`config.mk`:
```
export PLATFORM = sky130hd
export DESIGN_NAME = shared_buffer_admission_pfc
export DESIGN_NICKNAME = d
export VERILOG_FILES = /design/src/rtl/sbap_pkg.sv /design/src/rtl/shared_buffer_admission_pfc.sv /design/src/rtl/sbap_csr.sv /design/src/rtl/sbap_core.sv
export SDC_FILE = /design/constraint.sdc
export NUM_CORES = 2
export LEC_CHECK = 0
export ABC_AREA = 0
export BUFFER_PORTS_ARGS = -buffer_cell sky130_fd_sc_hd__buf_2
export CAP_MARGIN = 25
export CORE_MARGIN = 8
export CORE_UTILIZATION = 40
export DETAILED_ROUTE_END_ITERATION = 16
export MAX_ROUTING_LAYER = met4
export SYNTH_ARGS = -nofsm -noshare
export SYNTH_HDL_FRONTEND = slang
export SYNTH_SLANG_ARGS = --single-unit
```
`constraint.sdc`:
```
create_clock -name clock -period 10.8 [get_ports clock]
set_input_delay 0.54 -clock clock [delete_from_list [all_inputs] [get_ports clock]]
set_output_delay 0.54 -clock clock [all_outputs]
set_load 0.01 [all_outputs]
```
`src/rtl/sbap_pkg.sv`:
```
`timescale 1ns / 1ps
// ----------------------------------------------------------------------------
// sbap_pkg
// Types and constants shared by the shared-buffer admission and PFC block.
// ----------------------------------------------------------------------------
package sbap_pkg;

   localparam int ThrWidth     = 24;
   localparam int SizeWidth    = 16;
   localparam int PortWidth    = 4;
   localparam int MaskWidth    = 16;
   localparam int EventWidth   = 32;
   localparam int CsrIdxWidth  = 3;
   localparam int CsrDataWidth = 24;
   localparam int ReqDataWidth = 24;
   localparam int ReqUserWidth = 2;
   localparam int RspDataWidth = 80;
   localparam int RspPadWidth  = 7;

   localparam logic [ThrWidth-1:0] ThrMaxReset  = '1;
   localparam logic [ThrWidth-1:0] ThrZeroReset = '0;

   typedef enum logic [CsrIdxWidth-1:0] {
      REG_BUFFER_THR     = 3'd0,
      REG_PAUSE_THR      = 3'd1,
      REG_NIC_PAUSE_THR  = 3'd2,
      REG_RESUME_THR     = 3'd3,
      REG_NIC_RESUME_THR = 3'd4,
      REG_PFC_ENABLE     = 3'd5,
      REG_NIC_MASK       = 3'd6
   } csr_index_type;

   typedef enum logic {
      ACT_ARRIVAL   = 1'b0,
      ACT_DEPARTURE = 1'b1
   } action_type;

   typedef struct packed {
      logic [ThrWidth-1:0]  buffer_thr;
      logic [ThrWidth-1:0]  pause_thr;
      logic [ThrWidth-1:0]  nic_pause_thr;
      logic [ThrWidth-1:0]  resume_thr;
      logic [ThrWidth-1:0]  nic_resume_thr;
      logic                 pfc_enable;
      logic [MaskWidth-1:0] nic_mask;
   } cfg_type;

   typedef struct packed {
      action_type           action;
      logic [PortWidth-1:0] port;
      logic [SizeWidth-1:0] size;
      logic                 exempt;
   } item_type;

   typedef struct packed {
      logic                  admitted;
      logic                  dropped;
      logic                  send_pause;
      logic                  send_resume;
      logic [PortWidth-1:0]  flow_port;
      logic [EventWidth-1:0] drop_total;
      logic [EventWidth-1:0] pause_total;
      logic                  underflow;
   } result_type;

endpackage

```
`src/rtl/shared_buffer_admission_pfc.sv`:
```
`timescale 1ns / 1ps
// ----------------------------------------------------------------------------
// shared_buffer_admission_pfc
// Shared-buffer admission with per-port PFC pause / resume signalling.
// ----------------------------------------------------------------------------
//  channel | direction | handshake             | payload
//  req     | in        | req_tvalid/req_tready | tdata port,size; tuser action,exempt
//  rsp     | out       | rsp_tvalid/rsp_tready | tdata flags, flow_port, totals
//  csr     | in        | csr_valid/csr_ready   | csr_index, csr_wdata
//
//  One word per cycle sustained while rsp is not stalled.
//  Input register, then decision and state update, then result register.
//  Occupancy state is read and written in the same cycle, so words on the
//  same port follow each other with no bubble.
//  rsp stall holds the result register; req still takes one word behind it.
//  Synchronous reset clears all counters and pause flags; csr always ready.
// ----------------------------------------------------------------------------
module shared_buffer_admission_pfc #(
   parameter int NUM_PORTS   = 16,
   parameter int COUNT_WIDTH = 24
) (
   input  logic                              clock,
   input  logic                              reset,
   input  logic                              req_tvalid,
   output logic                              req_tready,
   // [3:0] port, [19:4] size, [23:20] zero
   input  logic [sbap_pkg::ReqDataWidth-1:0] req_tdata,
   // [0] action, [1] exempt
   input  logic [sbap_pkg::ReqUserWidth-1:0] req_tuser,
   output logic                              rsp_tvalid,
   input  logic                              rsp_tready,
   // [0] admitted, [1] dropped, [2] send_pause, [3] send_resume,
   // [7:4] flow_port, [39:8] drop_total, [71:40] pause_total,
   // [72] underflow, [79:73] zero
   output logic [sbap_pkg::RspDataWidth-1:0] rsp_tdata,
   input  logic                              csr_valid,
   output logic                              csr_ready,
   input  logic [sbap_pkg::CsrIdxWidth-1:0]  csr_index,
   input  logic [sbap_pkg::CsrDataWidth-1:0] csr_wdata
);
   import sbap_pkg::*;

   cfg_type    cfg;
   item_type   req_item;
   item_type   item_ff;
   logic       item_valid_ff;
   result_type core_result;
   result_type rsp_ff;
   logic       rsp_valid_ff;
   logic       advance;

   assign csr_ready = 1'b1;

   sbap_csr u_csr (
      .clock    (clock),
      .reset    (reset),
      .wr_en    (csr_valid && csr_ready),
      .wr_index (csr_index),
      .wr_data  (csr_wdata),
      .cfg      (cfg)
   );

   always_comb begin
      req_item.action = action_type'(req_tuser[0]);
      req_item.exempt = req_tuser[1];
      req_item.port   = req_tdata[PortWidth-1:0];
      req_item.size   = req_tdata[PortWidth +: SizeWidth];
   end

   assign advance    = item_valid_ff && (!rsp_valid_ff || rsp_tready);
   assign req_tready = !item_valid_ff || advance;

   always_ff @(posedge clock) begin
      if (reset) begin
         item_valid_ff <= 1'b0;
      end else if (req_tready) begin
         item_valid_ff <= req_tvalid;
      end
   end

   always_ff @(posedge clock) begin
      if (req_tvalid && req_tready) begin
         item_ff <= req_item;
      end
   end

   sbap_core #(
      .NUM_PORTS   (NUM_PORTS),
      .COUNT_WIDTH (COUNT_WIDTH)
   ) u_core (
      .clock  (clock),
      .reset  (reset),
      .cfg    (cfg),
      .item   (item_ff),
      .commit (advance),
      .result (core_result)
   );

   always_ff @(posedge clock) begin
      if (reset) begin
         rsp_valid_ff <= 1'b0;
      end else if (!rsp_valid_ff || rsp_tready) begin
         rsp_valid_ff <= item_valid_ff;
      end
   end

   always_ff @(posedge clock) begin
      if (advance) begin
         rsp_ff <= core_result;
      end
   end

   assign rsp_tvalid = rsp_valid_ff;
   assign rsp_tdata  = {{RspPadWidth{1'b0}}, rsp_ff.underflow, rsp_ff.pause_total,
                        rsp_ff.drop_total, rsp_ff.flow_port, rsp_ff.send_resume,
                        rsp_ff.send_pause, rsp_ff.dropped, rsp_ff.admitted};

`ifndef SYNTHESIS
   a_adm_drop_excl: assert property (@(posedge clock) disable iff (reset)
      rsp_valid_ff |-> !(rsp_ff.admitted && rsp_ff.dropped))
      else $error("admitted and dropped both set");

   a_pause_resume_excl: assert property (@(posedge clock) disable iff (reset)
      rsp_valid_ff |-> !(rsp_ff.send_pause && rsp_ff.send_resume))
      else $error("pause and resume both set");

   a_flow_port_idle: assert property (@(posedge clock) disable iff (reset)
      (rsp_valid_ff && !rsp_ff.send_pause && !rsp_ff.send_resume)
         |-> (rsp_ff.flow_port == '0))
      else $error("flow_port set without pause or resume");

   a_progress: assert property (@(posedge clock) disable iff (reset)
      (item_valid_ff && !rsp_valid_ff) |=> rsp_valid_ff)
      else $error("pending word not moved to result register");

   a_pause_count: assert property (@(posedge clock) disable iff (reset)
      (advance && core_result.send_pause) |=>
         (rsp_ff.pause_total == $past(u_core.pause_count_ff) + 1'b1))
      else $error("pause count not advanced with pause");
`endif

endmodule

```
`src/rtl/sbap_csr.sv`:
```
`timescale 1ns / 1ps
// ----------------------------------------------------------------------------
// sbap_csr
// Threshold, enable and NIC mask registers, written one word at a time.
// ----------------------------------------------------------------------------
module sbap_csr (
   input  logic                              clock,
   input  logic                              reset,
   input  logic                              wr_en,
   input  logic [sbap_pkg::CsrIdxWidth-1:0]  wr_index,
   input  logic [sbap_pkg::CsrDataWidth-1:0] wr_data,
   output sbap_pkg::cfg_type                 cfg
);
   import sbap_pkg::*;

   cfg_type cfg_ff;
   cfg_type cfg_in;

   always_comb begin
      cfg_in = cfg_ff;
      if (wr_en) begin
         case (csr_index_type'(wr_index))
            REG_BUFFER_THR:     cfg_in.buffer_thr     = wr_data[ThrWidth-1:0];
            REG_PAUSE_THR:      cfg_in.pause_thr      = wr_data[ThrWidth-1:0];
            REG_NIC_PAUSE_THR:  cfg_in.nic_pause_thr  = wr_data[ThrWidth-1:0];
            REG_RESUME_THR:     cfg_in.resume_thr     = wr_data[ThrWidth-1:0];
            REG_NIC_RESUME_THR: cfg_in.nic_resume_thr = wr_data[ThrWidth-1:0];
            REG_PFC_ENABLE:     cfg_in.pfc_enable     = wr_data[0];
            REG_NIC_MASK:       cfg_in.nic_mask       = wr_data[MaskWidth-1:0];
            default:            cfg_in = cfg_ff;
         endcase
      end
   end

   always_ff @(posedge clock) begin
      if (reset) begin
         cfg_ff.buffer_thr     <= ThrMaxReset;
         cfg_ff.pause_thr      <= ThrMaxReset;
         cfg_ff.nic_pause_thr  <= ThrMaxReset;
         cfg_ff.resume_thr     <= ThrZeroReset;
         cfg_ff.nic_resume_thr <= ThrZeroReset;
         cfg_ff.pfc_enable     <= 1'b0;
         cfg_ff.nic_mask       <= '0;
      end else begin
         cfg_ff <= cfg_in;
      end
   end

   assign cfg = cfg_ff;

endmodule

```
`src/rtl/sbap_core.sv`:
```
`timescale 1ns / 1ps
// ----------------------------------------------------------------------------
// sbap_core
// Buffer occupancy state and the admission / pause / resume decision.
// State is updated on commit; the result is combinational from the word.
// ----------------------------------------------------------------------------
module sbap_core #(
   parameter int NUM_PORTS   = 16,
   parameter int COUNT_WIDTH = 24
) (
   input  logic                 clock,
   input  logic                 reset,
   input  sbap_pkg::cfg_type    cfg,
   input  sbap_pkg::item_type   item,
   input  logic                 commit,
   output sbap_pkg::result_type result
);
   import sbap_pkg::*;

   // only ports reachable through the 4-bit field need storage
   localparam int PortSpan  = 1 << PortWidth;
   localparam int Entries   = (NUM_PORTS < PortSpan) ? NUM_PORTS : PortSpan;
   localparam int IdxWidth  = $clog2(Entries);
   localparam int Depth     = 1 << IdxWidth;
   localparam int CmpWidth  = (COUNT_WIDTH + 1 > ThrWidth) ? COUNT_WIDTH + 1 : ThrWidth;
   localparam logic [CmpWidth-1:0] CountMax = CmpWidth'({COUNT_WIDTH{1'b1}});

   logic [COUNT_WIDTH-1:0] shared_ff;
   logic [COUNT_WIDTH-1:0] shared_in;
   logic [COUNT_WIDTH-1:0] port_bytes_ff [Depth];
   logic [COUNT_WIDTH-1:0] occ_in;
   logic [Depth-1:0]       paused_ff;
   logic                   paused_in;
   logic [EventWidth-1:0]  drop_count_ff;
   logic [EventWidth-1:0]  drop_count_in;
   logic [EventWidth-1:0]  pause_count_ff;
   logic [EventWidth-1:0]  pause_count_in;
   logic                   write_state;

   logic [IdxWidth-1:0]    idx;
   logic                   skip;
   logic                   is_nic;
   logic [COUNT_WIDTH-1:0] occ_cur;
   logic [COUNT_WIDTH-1:0] size_ext;
   logic [CmpWidth-1:0]    shared_sum;
   logic [CmpWidth-1:0]    occ_sum;
   logic [CmpWidth-1:0]    occ_cmp;
   logic                   shared_under;
   logic                   occ_under;

   always_comb begin
      idx          = item.port[IdxWidth-1:0];
      skip         = item.exempt || (32'(item.port) >= NUM_PORTS);
      is_nic       = cfg.nic_mask[item.port];
      occ_cur      = port_bytes_ff[idx];
      size_ext     = COUNT_WIDTH'(item.size);
      shared_sum   = CmpWidth'(shared_ff) + CmpWidth'(item.size);
      occ_sum      = CmpWidth'(occ_cur) + CmpWidth'(item.size);
      shared_under = size_ext > shared_ff;
      occ_under    = size_ext > occ_cur;

      shared_in      = shared_ff;
      occ_in         = occ_cur;
      paused_in      = paused_ff[idx];
      drop_count_in  = drop_count_ff;
      pause_count_in = pause_count_ff;
      write_state    = 1'b0;
      occ_cmp        = '0;
      result         = '0;
      result.drop_total  = drop_count_ff;
      result.pause_total = pause_count_ff;

      if (item.action == ACT_ARRIVAL) begin
         if (skip) begin
            result.admitted = 1'b1;
         end else if (shared_sum > CmpWidth'(cfg.buffer_thr)) begin
            drop_count_in     = drop_count_ff + 1'b1;
            result.dropped    = 1'b1;
            result.drop_total = drop_count_in;
         end else begin
            write_state     = 1'b1;
            result.admitted = 1'b1;
            shared_in = (shared_sum > CountMax) ? CountMax[COUNT_WIDTH-1:0]
                                                : shared_sum[COUNT_WIDTH-1:0];
            occ_in    = (occ_sum > CountMax) ? CountMax[COUNT_WIDTH-1:0]
                                             : occ_sum[COUNT_WIDTH-1:0];
            occ_cmp   = CmpWidth'(occ_in);
            if (cfg.pfc_enable && !paused_ff[idx] &&
                ((occ_cmp > CmpWidth'(cfg.pause_thr)) ||
                 (is_nic && (occ_cmp > CmpWidth'(cfg.nic_pause_thr))))) begin
               pause_count_in     = pause_count_ff + 1'b1;
               paused_in          = 1'b1;
               result.send_pause  = 1'b1;
               result.flow_port   = item.port;
               result.pause_total = pause_count_in;
            end
         end
      end else if (!skip) begin
         write_state      = 1'b1;
         shared_in        = shared_under ? '0 : shared_ff - size_ext;
         occ_in           = occ_under ? '0 : occ_cur - size_ext;
         occ_cmp          = CmpWidth'(occ_in);
         result.underflow = shared_under || occ_under;
         if (paused_ff[idx] &&
             ((occ_cmp < CmpWidth'(cfg.nic_resume_thr)) ||
              (!is_nic && (occ_cmp < CmpWidth'(cfg.resume_thr))))) begin
            paused_in          = 1'b0;
            result.send_resume = 1'b1;
            result.flow_port   = item.port;
         end
      end
   end

   always_ff @(posedge clock) begin
      if (reset) begin
         shared_ff      <= '0;
         paused_ff      <= '0;
         drop_count_ff  <= '0;
         pause_count_ff <= '0;
         for (int i = 0; i < Depth; i++) begin
            port_bytes_ff[i] <= '0;
         end
      end else if (commit) begin
         drop_count_ff  <= drop_count_in;
         pause_count_ff <= pause_count_in;
         if (write_state) begin
            shared_ff          <= shared_in;
            port_bytes_ff[idx] <= occ_in;
            paused_ff[idx]     <= paused_in;
         end
      end
   end

endmodule
```
==> flow_summary.json <==
{
  "clk_latency_ps": 640,
  "cts_tree": "built",
  "ant_nets": 0,
  "start_kind": "flip-flop",
  "drt_first_pass_iters": 7,
  "holdWs_ps": 81.1,
  "cp.required_ps": 11320,
  "viasPerCell": 5.65,
  "slowest_stage": "or4b_2",
  "rsz0062_at_grt": "false",
  "tns_ps": 0,
  "start_util": 0.402,
  "fmax_mhz": 113,
  "numCtsBuffers": 79,
  "cts.sinks": 726,
  "clock_path_buffers": 3,
  "p_seq_frac": 0.423,
  "die_x_microns": 324,
  "post_cts_resized": 0,
  "ctsHoldBuffers": 0,
  "hp-class": "in -> reg",
  "fin_crit_ps": 8870,
  "drive_gt1_frac": 0.148,
  "yosys_warnings": 0,
  "slowest_delay_ps": 980,
  "core-area_sq_mm": 0.0946,
  "p_leak_uw": 0.0162,
  "core.rowCount": 113,
  "path_cells": "buf_4 > mux4_2 > mux4_2 > ha_1 > inv_1 > o211ai_1 > nor4_1 > o31ai_1 > buf_4 > or4b_2 > o21ai_0 > ha_1 > nand4_1 > nor2_1 > nand3_1 > o31ai_1 > nor2_1 > o32a_1 > nor3_1 > nor2b_1 > mux2_2",
  "relSlewSlack": 0.269,
  "multi_input_area_sq_mm": 0.0171,
  "ys_seq_area_frac": 0.509,
  "vias": 28400,
  "cts_setup_buffers": 0,
  "die_h_microns": 324,
  "drtIter0Drc": 3015,
  "power.share.clock": 0.376,
  "route.detailed.drc": 0,
  "clk_pin_slew_worst_paths_ps": 60,
  "ir_worst_vdd_v": 0.000123,
  "htree_levels": 3,
  "regArea_sq_mm": 0.0193,
  "final_area_sq_mm": 0.0428,
  "p_switching_uw": 2160,
  "ys.flop_type": "edfxtp_1",
  "p_int_uw": 5180,
  "p_sw_frac": 0.294,
  "syn_area_sq_mm": 0.0380,
  "grt_max_degree": 79,
  "dp.cells": 4876,
  "place_congestion": 0.975,
  "critPathKind": "reg -> reg",
  "final-hold-violation-count": 0,
  "io_pins": 141,
  "overflow": 0,
  "setup_viol": 0,
  "power_frac_comb": 0.200,
  "p_total_uw": 7340,
  "final_cell_mix": "nor2_1 (579), edfxtp_1 (479), nand2_1 (407)",
  "ys_types": 92,
  "syn_inst": 3624,
  "dp_hpwl_microns": 77000,
  "postSynth.asyncResetShare": 0,
  "grt_pass1_vias": 27500,
  "grt_usage": 0.226,
  "layout_commonest_cell": "nor2_1",
  "fin_crit_sh": 0.822,
  "arrival_ps": 9390,
  "avgSynthCellArea_sq_um": 10.5,
  "routed_wl_microns": 118000,
  "dieArea_sq_mm": 0.105,
  "port_buffers": 128,
  "status": "completed",
  "fillers": 8777,
  "cp_max_fo": 29,
  "fin_skew_ps": 19.8,
  "synth_seq_cells": 726,
  "grt_pass1_wl_microns": 174000,
  "dpl-instance-area_sq_mm": 0.0401,
  "power_density_mw_per_mm2": 172,
  "area_delta_synth_final_pct": 12.6,
  "post_drt_wl_per_cell_microns": 23.4,
  "synth_edf_count": 479,
  "finalNetCount": 3940,
  "tightest_slew_ps": 1070,
  "instances_no_fill": 5025,
  "drv_slew": 0,
  "drv_cap": 0,
  "antenna_found_initial": 2,
  "cp-end-kind": "flip-flop",
  "root_buffer": "clkbuf_16"
}
synth_stat cells, drive strengths merged, types with 12 or more instances:
master | number | area, sq um
a22oi | 13 | 113
nor2b | 34 | 213
nor2 | 587 | 2220
o21bai | 15 | 113
nor4 | 27 | 169
nand3 | 72 | 360
or3 | 26 | 173
nand2 | 412 | 1560
and2 | 23 | 144
clkbuf | 166 | 623
inv | 203 | 762
a221oi | 14 | 171
a211oi | 24 | 190
xnor2 | 97 | 850
a21o | 28 | 210
nor3 | 42 | 215
xor2 | 57 | 499
o211ai | 90 | 676
and3 | 34 | 218
o31ai | 16 | 120
a21oi | 188 | 945
nand4 | 41 | 257
ha | 184 | 2300
mux2 | 14 | 158
a31oi | 17 | 106
nand2b | 21 | 131
dfxtp | 247 | 4940
buf | 66 | 369
mux4 | 125 | 2830
o22ai | 18 | 113
or2 | 17 | 106
o21a | 12 | 90.1
edfxtp | 479 | 14400
o21ai | 75 | 375
power groups by stage:
stage / clock network, uW / registers [uW] / logic, uW
2_1_floorplan: 0 / 3140 / 962
3_3_place_gp: 0 / 3160 / 1430
3_5_place_dp: 0 / 3170 / 1440
4_1_cts: 2810 / 3110 / 1450
5_1_grt: 2910 / 3110 / 1590
6_report: 2760 / 3110 / 1470
cells by family after synthesis:
group,after synthesis,synth area share
AO/OA/AOI/OAI,605,0.108
flip-flops,726,0.509
multiplexers,145,0.0802
XOR/XNOR,154,0.0355
adder cells (fa/ha/maj),188,0.0627
AND/OR/NAND/NOR,1369,0.159
other,2,0.000198
buffers and inverters,435,0.0462
registers in the layout, summed over array words and instances (netlist names), named ones only:
register	cells
item_ff	22
u_core.port_bytes_ff	384
rsp_tvalid	1
item_valid_ff	1
u_csr.cfg	137
rsp_tdata	73
u_core.paused_ff	16
u_core.pause_count_ff	32
u_core.shared_ff	24
u_core.drop_count_ff	32
cell type report:
cell class              count  share of cell area
diodes                      2            0.000117
clock buffers             114              0.0530
clock inverters            31             0.00839
inverters                 203              0.0179
multi-input cells        2469               0.400
flip-flops and latches    726               0.452
well taps                1265              0.0370
repair buffers            215              0.0316
worst max-delay path, delay by kind of cell, from the launching register on:
| kind | cells | cell delay, ps |
|---|---|---|
| compound gates | 5 | 1630 |
| buf+inv | 3 | 920 |
| simple gates | 8 | 3220 |
| flops | 1 | 750 |
| mux | 3 | 1500 |
| fa+ha+maj | 2 | 700 |
worst paths after layout:
path	startpoint	end	slack, ps	cells after the start
max reg2reg	flip-flop	u_core.pause_count_ff[31]	1930	21
max	flip-flop	u_core.pause_count_ff[31]	1930	21
min reg2reg	u_csr.cfg[10]	u_csr.cfg[10]	450	2
min	req_tdata[5]	item_ff[2]	80	1
per-stage QoR:
step / util / worst slack, ps
after detailed placement: 0.424 / 1990
after global placement: 0.424 / 1980
after global routing: 0.452 / 1520
after CTS: 0.452 / 1960
after floorplan: - / 2330
final: 0.452 / 1930
layer usage:
metal / wire [microns] / GRT usage / up-vias
li1: - / - / 13100
met1: 48000 / 0.286 / 13900
met2: 57200 / 0.372 / 1128
met3: 8140 / 0.0252 / 222
met4: 4460 / 0.0867 / 0
met5: 0 / - / -
Note: power is estimated with default switching activity, not from simulation.
